## src/hdl/bbip_pkg.sv

```systemverilog
// Shared constants, types and helpers for the bit-plane binary inner product block.
package bbip_pkg;

    localparam int MAX_DIMENSION = 4096;
    localparam int PLANES        = 8;
    localparam int WORD_BITS     = 64;
    localparam int MAX_WORDS     = MAX_DIMENSION / WORD_BITS;
    localparam int WCNT_W        = $clog2(MAX_WORDS + 1);
    localparam int PCNT_W        = $clog2(WORD_BITS + 1);
    localparam int PLANE_W       = 4;
    localparam int ADD_W         = PCNT_W + PLANES;
    localparam int PROD_W        = 21;
    localparam int ONES_W        = 13;
    localparam int IP_W          = 20;
    localparam int SCALE_W       = 32;
    localparam int SCORE_W       = 64;
    localparam int P1_W          = SCALE_W + IP_W + 1;
    localparam int P2_W          = SCALE_W + ONES_W + 1;

    localparam int IN_TDATA_W    = WORD_BITS * (PLANES + 1);
    localparam int OUT_FIELDS_W  = SCORE_W + IP_W + ONES_W;
    localparam int OUT_TDATA_W   = ((OUT_FIELDS_W + 7) / 8) * 8;
    localparam int OUT_PAD_W     = OUT_TDATA_W - OUT_FIELDS_W;

    localparam int QUEUE_DEPTH   = 4;
    localparam int QPTR_W        = $clog2(QUEUE_DEPTH);
    localparam int QCNT_W        = $clog2(QUEUE_DEPTH + 1);

    localparam int APB_ADDR_W    = 4;
    localparam int APB_DATA_W    = 32;

    localparam logic [1:0] REG_PLANE_COUNT = 2'd0;
    localparam logic [1:0] REG_DELTA_SCALE = 2'd1;
    localparam logic [1:0] REG_VL_OFFSET   = 2'd2;

    localparam logic [PLANE_W-1:0] PLANE_COUNT_RST = 4'd4;
    localparam logic [SCALE_W-1:0] DELTA_SCALE_RST = 32'd65536;
    localparam logic [SCALE_W-1:0] VL_OFFSET_RST   = 32'd0;

    // One classified word, handed from the front end to the accumulator.
    typedef struct packed {
        logic [ADD_W-1:0]  add;
        logic [PCNT_W-1:0] ones;
        logic              drop;
        logic              last;
    } t_work;

    typedef struct packed {
        logic full;
        logic empty;
    } t_q_stat;

    // Balanced adder tree, six levels deep.
    function automatic logic [PCNT_W-1:0] popcount64(input logic [WORD_BITS-1:0] x);
        logic [1:0] s1 [32];
        logic [2:0] s2 [16];
        logic [3:0] s3 [8];
        logic [4:0] s4 [4];
        logic [5:0] s5 [2];
        for (int i = 0; i < 32; i++) begin
            s1[i] = {1'b0, x[2*i]} + {1'b0, x[2*i+1]};
        end
        for (int i = 0; i < 16; i++) begin
            s2[i] = {1'b0, s1[2*i]} + {1'b0, s1[2*i+1]};
        end
        for (int i = 0; i < 8; i++) begin
            s3[i] = {1'b0, s2[2*i]} + {1'b0, s2[2*i+1]};
        end
        for (int i = 0; i < 4; i++) begin
            s4[i] = {1'b0, s3[2*i]} + {1'b0, s3[2*i+1]};
        end
        for (int i = 0; i < 2; i++) begin
            s5[i] = {1'b0, s4[2*i]} + {1'b0, s4[2*i+1]};
        end
        return {1'b0, s5[0]} + {1'b0, s5[1]};
    endfunction

endpackage

```

## src/hdl/bbip_queue.sv

```systemverilog
// Short work queue between the front end and the accumulator.
module bbip_queue (
    input  logic            i_clk,
    input  logic            i_rst_n,
    input  logic            i_push,
    input  bbip_pkg::t_work i_push_data,
    input  logic            i_pop,
    output bbip_pkg::t_work o_head,
    output bbip_pkg::t_q_stat o_stat
);
    import bbip_pkg::*;

    t_work             r_mem [QUEUE_DEPTH];
    logic [QPTR_W-1:0] r_wr_ptr;
    logic [QPTR_W-1:0] r_rd_ptr;
    logic [QCNT_W-1:0] r_count;

    assign o_head      = r_mem[r_rd_ptr];
    assign o_stat.full  = (r_count == QCNT_W'(QUEUE_DEPTH));
    assign o_stat.empty = (r_count == '0);

    always_ff @(posedge i_clk) begin
        if (!i_rst_n) begin
            r_wr_ptr <= '0;
            r_rd_ptr <= '0;
            r_count  <= '0;
        end else begin
            if (i_push) begin
                r_wr_ptr <= r_wr_ptr + 1'b1;
            end
            if (i_pop) begin
                r_rd_ptr <= r_rd_ptr + 1'b1;
            end
            case ({i_push, i_pop})
                2'b10:   r_count <= r_count + 1'b1;
                2'b01:   r_count <= r_count - 1'b1;
                default: r_count <= r_count;
            endcase
        end
    end

    always_ff @(posedge i_clk) begin
        if (i_push) begin
            r_mem[r_wr_ptr] <= i_push_data;
        end
    end

endmodule

```

## src/hdl/bbip_front.sv

```systemverilog
// Front end: takes input beats, counts words, popcounts planes and builds work entries.
module bbip_front (
    input  logic                              i_clk,
    input  logic                              i_rst_n,
    input  logic                              i_valid,
    output logic                              o_ready,
    input  logic [bbip_pkg::IN_TDATA_W-1:0]   i_data,
    input  logic                              i_last,
    input  logic [bbip_pkg::PLANE_W-1:0]      i_plane_count,
    input  bbip_pkg::t_q_stat                 i_q_stat,
    output logic                              o_push,
    output bbip_pkg::t_work                   o_push_data
);
    import bbip_pkg::*;

    logic              r_valid;
    logic [WCNT_W-1:0] r_word_cnt;
    logic [PCNT_W-1:0] r_pc [PLANES];
    logic [PCNT_W-1:0] r_ones;
    logic              r_drop;
    logic              r_last;

    logic              w_take;
    logic              n_drop;
    logic [PCNT_W-1:0] n_pc [PLANES];
    logic [PCNT_W-1:0] n_ones;
    logic [ADD_W-1:0]  w_add;

    assign o_ready = !r_valid || !i_q_stat.full;
    assign w_take  = i_valid && o_ready;
    assign n_drop  = (r_word_cnt == WCNT_W'(MAX_WORDS));

    // Planes at or above the plane count, and dropped words, contribute nothing.
    always_comb begin
        n_ones = n_drop ? '0 : popcount64(i_data[WORD_BITS-1:0]);
        for (int p = 0; p < PLANES; p++) begin
            if (!n_drop && (p < int'(i_plane_count))) begin
                n_pc[p] = popcount64(i_data[WORD_BITS-1:0] &
                                     i_data[(p + 1) * WORD_BITS +: WORD_BITS]);
            end else begin
                n_pc[p] = '0;
            end
        end
    end

    always_comb begin
        w_add = '0;
        for (int p = 0; p < PLANES; p++) begin
            w_add = w_add + (ADD_W'(r_pc[p]) << p);
        end
    end

    assign o_push           = r_valid && !i_q_stat.full;
    assign o_push_data.add  = w_add;
    assign o_push_data.ones = r_ones;
    assign o_push_data.drop = r_drop;
    assign o_push_data.last = r_last;

    always_ff @(posedge i_clk) begin
        if (!i_rst_n) begin
            r_valid    <= 1'b0;
            r_word_cnt <= '0;
        end else begin
            if (o_ready) begin
                r_valid <= i_valid;
            end
            if (w_take) begin
                if (i_last) begin
                    r_word_cnt <= '0;
                end else if (!n_drop) begin
                    r_word_cnt <= r_word_cnt + 1'b1;
                end
            end
        end
    end

    always_ff @(posedge i_clk) begin
        if (w_take) begin
            r_pc   <= n_pc;
            r_ones <= n_ones;
            r_drop <= n_drop;
            r_last <= i_last;
        end
    end

endmodule

```

## src/hdl/bbip_back.sv

```systemverilog
// Back end: accumulates work entries, scales the totals and holds the result beat.
module bbip_back (
    input  logic                                 i_clk,
    input  logic                                 i_rst_n,
    input  bbip_pkg::t_work                      i_head,
    input  bbip_pkg::t_q_stat                    i_q_stat,
    output logic                                 o_pop,
    input  logic [bbip_pkg::SCALE_W-1:0]         i_delta_scale,
    input  logic [bbip_pkg::SCALE_W-1:0]         i_vl_offset,
    output logic                                 o_valid,
    input  logic                                 i_ready,
    output logic [bbip_pkg::SCORE_W-1:0]         o_score,
    output logic [bbip_pkg::IP_W-1:0]            o_ip,
    output logic [bbip_pkg::ONES_W-1:0]          o_ones,
    output logic                                 o_ovf
);
    import bbip_pkg::*;

    logic [PROD_W-1:0]       r_prod;
    logic [ONES_W-1:0]       r_ones;
    logic                    r_ovf;

    logic                    r_m1_valid;
    logic [IP_W-1:0]         r_m1_ip;
    logic [ONES_W-1:0]       r_m1_ones;
    logic                    r_m1_ovf;

    logic                    r_m2_valid;
    logic signed [P1_W-1:0]  r_p1;
    logic signed [P2_W-1:0]  r_p2;
    logic [IP_W-1:0]         r_m2_ip;
    logic [ONES_W-1:0]       r_m2_ones;
    logic                    r_m2_ovf;

    logic                    r_out_valid;
    logic [SCORE_W-1:0]      r_score;
    logic [IP_W-1:0]         r_out_ip;
    logic [ONES_W-1:0]       r_out_ones;
    logic                    r_out_ovf;

    logic                    w_out_rdy;
    logic                    w_m2_rdy;
    logic                    w_m1_rdy;
    logic [PROD_W-1:0]       n_prod;
    logic [ONES_W-1:0]       n_ones;
    logic                    n_ovf;

    assign w_out_rdy = !r_out_valid || i_ready;
    assign w_m2_rdy  = !r_m2_valid || w_out_rdy;
    assign w_m1_rdy  = !r_m1_valid || w_m2_rdy;

    // Plain words always drain; a closing word waits for room in the scaling pipe.
    assign o_pop = !i_q_stat.empty && (!i_head.last || w_m1_rdy);

    assign n_prod = r_prod + PROD_W'(i_head.add);
    assign n_ones = r_ones + ONES_W'(i_head.ones);
    assign n_ovf  = r_ovf | i_head.drop;

    always_ff @(posedge i_clk) begin
        if (!i_rst_n) begin
            r_prod      <= '0;
            r_ones      <= '0;
            r_ovf       <= 1'b0;
            r_m1_valid  <= 1'b0;
            r_m2_valid  <= 1'b0;
            r_out_valid <= 1'b0;
        end else begin
            if (o_pop) begin
                if (i_head.last) begin
                    r_prod <= '0;
                    r_ones <= '0;
                    r_ovf  <= 1'b0;
                end else begin
                    r_prod <= n_prod;
                    r_ones <= n_ones;
                    r_ovf  <= n_ovf;
                end
            end
            if (w_m1_rdy) begin
                r_m1_valid <= o_pop && i_head.last;
            end
            if (w_m2_rdy) begin
                r_m2_valid <= r_m1_valid;
            end
            if (w_out_rdy) begin
                r_out_valid <= r_m2_valid;
            end
        end
    end

    always_ff @(posedge i_clk) begin
        if (o_pop && i_head.last) begin
            r_m1_ip   <= n_prod[IP_W-1:0];
            r_m1_ones <= n_ones;
            r_m1_ovf  <= n_ovf;
        end
        if (w_m2_rdy && r_m1_valid) begin
            r_p1      <= $signed(i_delta_scale) * $signed({1'b0, r_m1_ip});
            r_p2      <= $signed(i_vl_offset) * $signed({1'b0, r_m1_ones});
            r_m2_ip   <= r_m1_ip;
            r_m2_ones <= r_m1_ones;
            r_m2_ovf  <= r_m1_ovf;
        end
        if (w_out_rdy && r_m2_valid) begin
            r_score    <= SCORE_W'(r_p1) + SCORE_W'(r_p2);
            r_out_ip   <= r_m2_ip;
            r_out_ones <= r_m2_ones;
            r_out_ovf  <= r_m2_ovf;
        end
    end

    assign o_valid = r_out_valid;
    assign o_score = r_score;
    assign o_ip    = r_out_ip;
    assign o_ones  = r_out_ones;
    assign o_ovf   = r_out_ovf;

endmodule

```

## src/hdl/bitplane_binary_inner_product.sv

```systemverilog
// Top level: register port, front end, work queue and accumulator of the bit-plane inner product.
//
// Input stream: one beat per 64-dimension word. s_axis_tdata carries the data code word
// and the eight query bit-plane words; s_axis_tlast closes a vector. Output stream: one
// beat per vector with the Q16 score, the bit inner product and the data popcount in
// m_axis_tdata and the overflow flag in m_axis_tuser.
// Throughput is one input beat per cycle while the work queue is not full, set by the popcount
// front end and the accumulate in the back end. After its closing beat is taken, the result
// beat of a vector passes the front register, queue, total register, multiply register and
// output register.
// The APB port sets plane_count, delta_scale and vl_offset; write it while no vector is
// in flight. Reset clears sums, word count, queue and all valid flags and restores the
// register defaults (4 planes, delta 1.0, offset 0).
// When the receiver stalls, the result beat holds, the scaling pipe fills, a closing word
// waits at the head of the four-entry queue while plain words ahead of it still drain,
// and s_axis_tready drops only once the queue and front register are full.
module bitplane_binary_inner_product (
    input  logic                                   i_clk,
    input  logic                                   i_rst_n,
    input  logic                                   s_axis_tvalid,
    output logic                                   s_axis_tready,
    // data_word, query_plane_0 .. query_plane_7 (from bit 0 up)
    input  logic [bbip_pkg::IN_TDATA_W-1:0]        s_axis_tdata,
    input  logic                                   s_axis_tlast,
    output logic                                   m_axis_tvalid,
    input  logic                                   m_axis_tready,
    // score, bit_inner_product, data_popcount, zero pad (from bit 0 up)
    output logic [bbip_pkg::OUT_TDATA_W-1:0]       m_axis_tdata,
    // overflow
    output logic                                   m_axis_tuser,
    input  logic                                   psel,
    input  logic                                   penable,
    input  logic                                   pwrite,
    input  logic [bbip_pkg::APB_ADDR_W-1:0]        paddr,
    input  logic [bbip_pkg::APB_DATA_W-1:0]        pwdata,
    output logic [bbip_pkg::APB_DATA_W-1:0]        prdata,
    output logic                                   pready
);
    import bbip_pkg::*;

    logic [PLANE_W-1:0] r_plane_count;
    logic [SCALE_W-1:0] r_delta_scale;
    logic [SCALE_W-1:0] r_vl_offset;

    logic               w_wr;
    logic [1:0]         w_reg_idx;
    logic               w_push;
    logic               w_pop;
    t_work              w_push_data;
    t_work              w_head;
    t_q_stat            w_q_stat;
    logic [SCORE_W-1:0] w_score;
    logic [IP_W-1:0]    w_ip;
    logic [ONES_W-1:0]  w_ones;

    assign pready    = 1'b1;
    assign w_reg_idx = paddr[3:2];
    assign w_wr      = psel && penable && pwrite && pready;

    always_ff @(posedge i_clk) begin
        if (!i_rst_n) begin
            r_plane_count <= PLANE_COUNT_RST;
            r_delta_scale <= DELTA_SCALE_RST;
            r_vl_offset   <= VL_OFFSET_RST;
        end else if (w_wr) begin
            unique case (w_reg_idx)
                REG_PLANE_COUNT: r_plane_count <= pwdata[PLANE_W-1:0];
                REG_DELTA_SCALE: r_delta_scale <= pwdata[SCALE_W-1:0];
                REG_VL_OFFSET:   r_vl_offset   <= pwdata[SCALE_W-1:0];
                default:         r_plane_count <= r_plane_count;
            endcase
        end
    end

    always_comb begin
        unique case (w_reg_idx)
            REG_PLANE_COUNT: prdata = APB_DATA_W'(r_plane_count);
            REG_DELTA_SCALE: prdata = APB_DATA_W'(r_delta_scale);
            REG_VL_OFFSET:   prdata = APB_DATA_W'(r_vl_offset);
            default:         prdata = '0;
        endcase
    end

    bbip_front u_front (
        .i_clk         (i_clk),
        .i_rst_n       (i_rst_n),
        .i_valid       (s_axis_tvalid),
        .o_ready       (s_axis_tready),
        .i_data        (s_axis_tdata),
        .i_last        (s_axis_tlast),
        .i_plane_count (r_plane_count),
        .i_q_stat      (w_q_stat),
        .o_push        (w_push),
        .o_push_data   (w_push_data)
    );

    bbip_queue u_queue (
        .i_clk       (i_clk),
        .i_rst_n     (i_rst_n),
        .i_push      (w_push),
        .i_push_data (w_push_data),
        .i_pop       (w_pop),
        .o_head      (w_head),
        .o_stat      (w_q_stat)
    );

    bbip_back u_back (
        .i_clk         (i_clk),
        .i_rst_n       (i_rst_n),
        .i_head        (w_head),
        .i_q_stat      (w_q_stat),
        .o_pop         (w_pop),
        .i_delta_scale (r_delta_scale),
        .i_vl_offset   (r_vl_offset),
        .o_valid       (m_axis_tvalid),
        .i_ready       (m_axis_tready),
        .o_score       (w_score),
        .o_ip          (w_ip),
        .o_ones        (w_ones),
        .o_ovf         (m_axis_tuser)
    );

    assign m_axis_tdata = {OUT_PAD_W'(0), w_ones, w_ip, w_score};

endmodule

```

## config.mk

```make
export PLATFORM = sky130hd
export DESIGN_NAME = bitplane_binary_inner_product
export DESIGN_NICKNAME = d
export VERILOG_FILES = /design/src/hdl/bbip_pkg.sv /design/src/hdl/bbip_queue.sv /design/src/hdl/bbip_front.sv /design/src/hdl/bbip_back.sv /design/src/hdl/bitplane_binary_inner_product.sv
export SDC_FILE = /design/constraint.sdc
export NUM_CORES = 2
export LEC_CHECK = 0
export CAP_MARGIN = 20
export CORE_MARGIN = 3
export CORE_UTILIZATION = 30
export DETAILED_ROUTE_END_ITERATION = 10
export DONT_BUFFER_PORTS = 1
export SETUP_SLACK_MARGIN = 0.1
export SKIP_CTS_REPAIR_TIMING = 1
export SYNTH_ARGS = -nofsm -noshare
export SYNTH_HDL_FRONTEND = slang
export SYNTH_SLANG_ARGS = --single-unit
```

## constraint.sdc

```tcl
create_clock -name i_clk -period 18.3 [get_ports i_clk]
set_input_delay 1.83 -clock i_clk [delete_from_list [all_inputs] [get_ports i_clk]]
set_output_delay 1.83 -clock i_clk [all_outputs]
set_load 0.01 [all_outputs]
```

==> summary.md <==
| Metric | Value |
|---|---|
| Outcome | `complete, no violations` |
| DR vias | `52.50k` |
| ANT nets after route | `0` |
| Gr usage total | `0.2059` |
| TritonRoute pass-1 iters | `6` |
| Die H | `around 510 µm` |
| CTS clk-pin slew, worst paths | `0.06 ns` |
| Required @ worst endpoint | `18.68 ns` |
| Site row count | `185` |
| Seq cells post-synth | `538` |
| Nets | `10.12k` |
| Largest net degree at the start of global routing | `116` |
| Setup TNS | `0 ns` |
| Crit path DAT | `8.09 ns` |
| DRC | `0` |
| Via/cell ratio | `4.790` |
| Vias in the first global route | `59.06k` |
| Final non-filler cell total | `10.96k` |
| Final Max Slew Viols | `0` |
| Most frequent cells in the layout | `inv_1 (1570), fa_1 (1532), nand2_1 (985), and2_1 (826), ha_1 (490)` |
| Fmax achieved | `129.7 MHz` |
| Mapped cell area | `77310 µm²` |
| Number of synthesized flops with an enable pin | `416` |
| Max_cap viols | `0` |
| Die width | `513.6 µm` |
| Final WL | `270200 µm` |
| Sequential area share after synthesis | `0.1932` |
| Gpl congestion | `between 0.9 and 1` |
| RSZ-0062 raised after global routing | `no` |
| Routed len/inst | `24.65 µm` |
| Wire length on met1 | `93880 µm` |
| Core area | `~260000 µm²` |
| Placed instance count | `roughly 11k` |
| Top sig layer | `met5` |
| Final setup viols | `0` |
| H-tree depth | `2` |
| Leak pwr | `0.03891 µW` |
| Measured slew at the worst slew-check pin | `1.059 ns` |
| Most common cell after layout, fill and taps aside | `inv_1` |
| CTS Buf Count | `61` |
| Crit end category | `register` |
| Worst slew margin | `0.2954` |
| Reg2reg setup slack | `10.59 ns` |
| Met3 wire len | `~18000 µm` |
| Number of port buffers | `0` |
| Power Density | `161.7 nW/µm²` |
| Syn Area/Cell | `between 10 and 15 µm²` |
| Io pins | `760` |
| Met2 WL | `138200 µm` |
| Top FF cell, synth | `edfxtp_1` |
| Util after Layout | `0.3263` |
| WS Path Type | `reg -> reg` |
| Clock Skew | `between 0.04 and 0.05 ns` |
| Die area | `between 200000 and 300000 µm²` |
| Initial antenna violation count | `104` |
| Initial core utilization | `0.3028` |
| Ys async rst share | `0` |
| Final hold vios | `0` |
| Worst skew pair latency | `0.72 ns` |
| Fin crit period | `7.707 ns` |
| Worst VDD drop | `0.0003790 V` |
| Startpoint types | `register` |
| Share of layout cells above drive strength 1 | `0.03531` |
| Root Buffer | `clkbuf_16` |
| DR iter-0 viols | `3309` |
| Grt ovf | `0` |
| HP Class | `reg -> reg` |
| Layout area overhead | `7.752%` |
| First-pass GRT wire length | `around 400000 µm` |
| Tcrit/Tclk final | `0.4212` |
| HPWL after DPL | `224700 µm` |
| CP Max Fanout | `15` |
| CTS Sinks | `538` |
| Clock Path Buffers | `3` |
| CTS tree | `done` |
| Yosys cell types | `93` |
| Gate Count Post-Synth | `approximately 7.6k` |
| Ys Warns | `0` |
==> metal layers <==
metal	up-vias	global-route usage
li1	23000	-
met1	27120	0.2185
met2	1831	0.3734
met3	505	0.04650
met4	44	0.1189
met5	-	0
==> state kept, by name (all words and copies together), names as in the netlist, 13 cells and up, named ones only <==
| register | flops |
|---|---|
| u_back.r_m2_ip | 20 |
| u_queue.r_mem | 96 |
| u_back.r_p2 | 46 |
| u_back.o_score | 54 |
| u_back.r_m2_ones | 13 |
| r_delta_scale | 32 |
| u_back.r_m1_ip | 20 |
| u_back.o_ip | 20 |
| u_back.r_ones | 13 |
| u_back.o_ones | 13 |
| u_back.r_prod | 20 |
| u_front.r_pc | 56 |
| u_back.r_p1 | 53 |
| r_vl_offset | 32 |
| u_back.r_m1_ones | 13 |
==> where the power goes <==
part | switching [µW] | internal, µW | total [µW]
Clock | 540 | 699 | 1240
Sequential | 123 | 2230 | 2350
Combinational | 5730 | 4150 | 9880
==> cell usage after synthesis (all sizes together), types with 10 or more instances <==
| master | count | area, µm² |
|---|---|---|
| o21ai | 111 | 559.3 |
| nand3 | 53 | 270.3 |
| nor2 | 166 | 623.1 |
| nor3 | 25 | 130.1 |
| and2 | 827 | 5176 |
| a21o | 116 | 872.1 |
| a211oi | 11 | 92.58 |
| o31ai | 10 | 103.9 |
| nand4 | 22 | 137.6 |
| a31oi | 26 | 168.9 |
| xnor2 | 165 | 1445 |
| mux4 | 24 | 540.5 |
| a22o | 29 | 254.0 |
| fa | 1532 | 30670 |
| clkbuf | 296 | 1114 |
| o21bai | 27 | 202.7 |
| nor2b | 68 | 425.4 |
| nand2b | 23 | 143.9 |
| nand2 | 986 | 3704 |
| and3 | 13 | 81.33 |
| buf | 25 | 165.2 |
| inv | 1571 | 5897 |
| edfxtp | 416 | 12490 |
| xor2 | 63 | 551.8 |
| a22oi | 21 | 157.7 |
| o21a | 21 | 157.7 |
| a21oi | 182 | 914.6 |
| a21boi | 79 | 593.1 |
| ha | 490 | 6131 |
| dfxtp | 122 | 2442 |
==> cell families (layout without fill, tap and decap cells) <==
| group | after synthesis | count (layout) | share of synthesized area |
|---|---|---|---|
| multiplexers | 33 | 33 | 0.008157 |
| flip-flops | 538 | 538 | 0.1932 |
| XOR/XNOR | 228 | 228 | 0.02583 |
| other | 2 | 70 | 0.00009714 |
| adder cells (fa/ha/maj) | 2022 | 2022 | 0.4760 |
| AND/OR/NAND/NOR | 2213 | 2213 | 0.1413 |
| buffers and inverters | 1894 | 1783 | 0.09291 |
| AO/OA/AOI/OAI | 708 | 708 | 0.06250 |
==> critical path: stages (launching register included) <==
cell and delay, ns:
dfxtp_1 0.93, nand2_1 0.18, fa_1 0.48, fa_1 0.54, inv_1 0.06, fa_1 0.55, fa_1 0.42, fa_1 0.50
inv_1 0.05, fa_1 0.48, inv_1 0.05, ha_1 0.32, a211oi_1 0.23, o21ai_0 0.12, a21oi_1 0.29, o22a_1 0.20
nand3_1 0.20, o311ai_1 0.44, nand4_1 0.25, a31o_2 0.27, a21oi_1 0.17, xor2_1 0.61
==> cell type report <==
class                      instances  area (µm²)
timing repair buffer              94       790.8
multi-input combinational       5212       55260
inverter                        1573        5904
tap                             3366        4212
fill                           25990      172000
antenna                           62       155.1
sequential                       538       14930
clock inverter                    37       362.8
clock buffer                      79        1685
==> worst paths after layout <==
path / start / to / cells past startpoint
setup / recovery: r_vl_offset[7]$_SDFFE_PN0P_ / u_back.r_p2[45]$_DFFE_PP_ / 21
hold / removal: u_back.r_m2_ip[9]$_DFFE_PP_ / u_back.o_ip[9]$_DFFE_PP_ / 0
setup reg to reg: r_vl_offset[7]$_SDFFE_PN0P_ / u_back.r_p2[45]$_DFFE_PP_ / 21
hold reg to reg: u_back.r_m2_ip[9]$_DFFE_PP_ / u_back.o_ip[9]$_DFFE_PP_ / 0
==> through the flow <==
stage | hold slack, ns | power (µW) | instance area (µm²) | setup WS, ns
CTS | 0.4187 | 13710 | 83070 | 10.29
floorplan | 0.4003 | 9462 | 77330 | 5.942
global placement | 0.4045 | 12140 | 80980 | 10.03
detailed placement | 0.4045 | 12380 | 81020 | 9.963
finish | 0.4171 | 13470 | 83300 | 10.59
global route | 0.4199 | 15020 | 83230 | 10.26
Note: power is estimated with default switching activity, not from simulation.
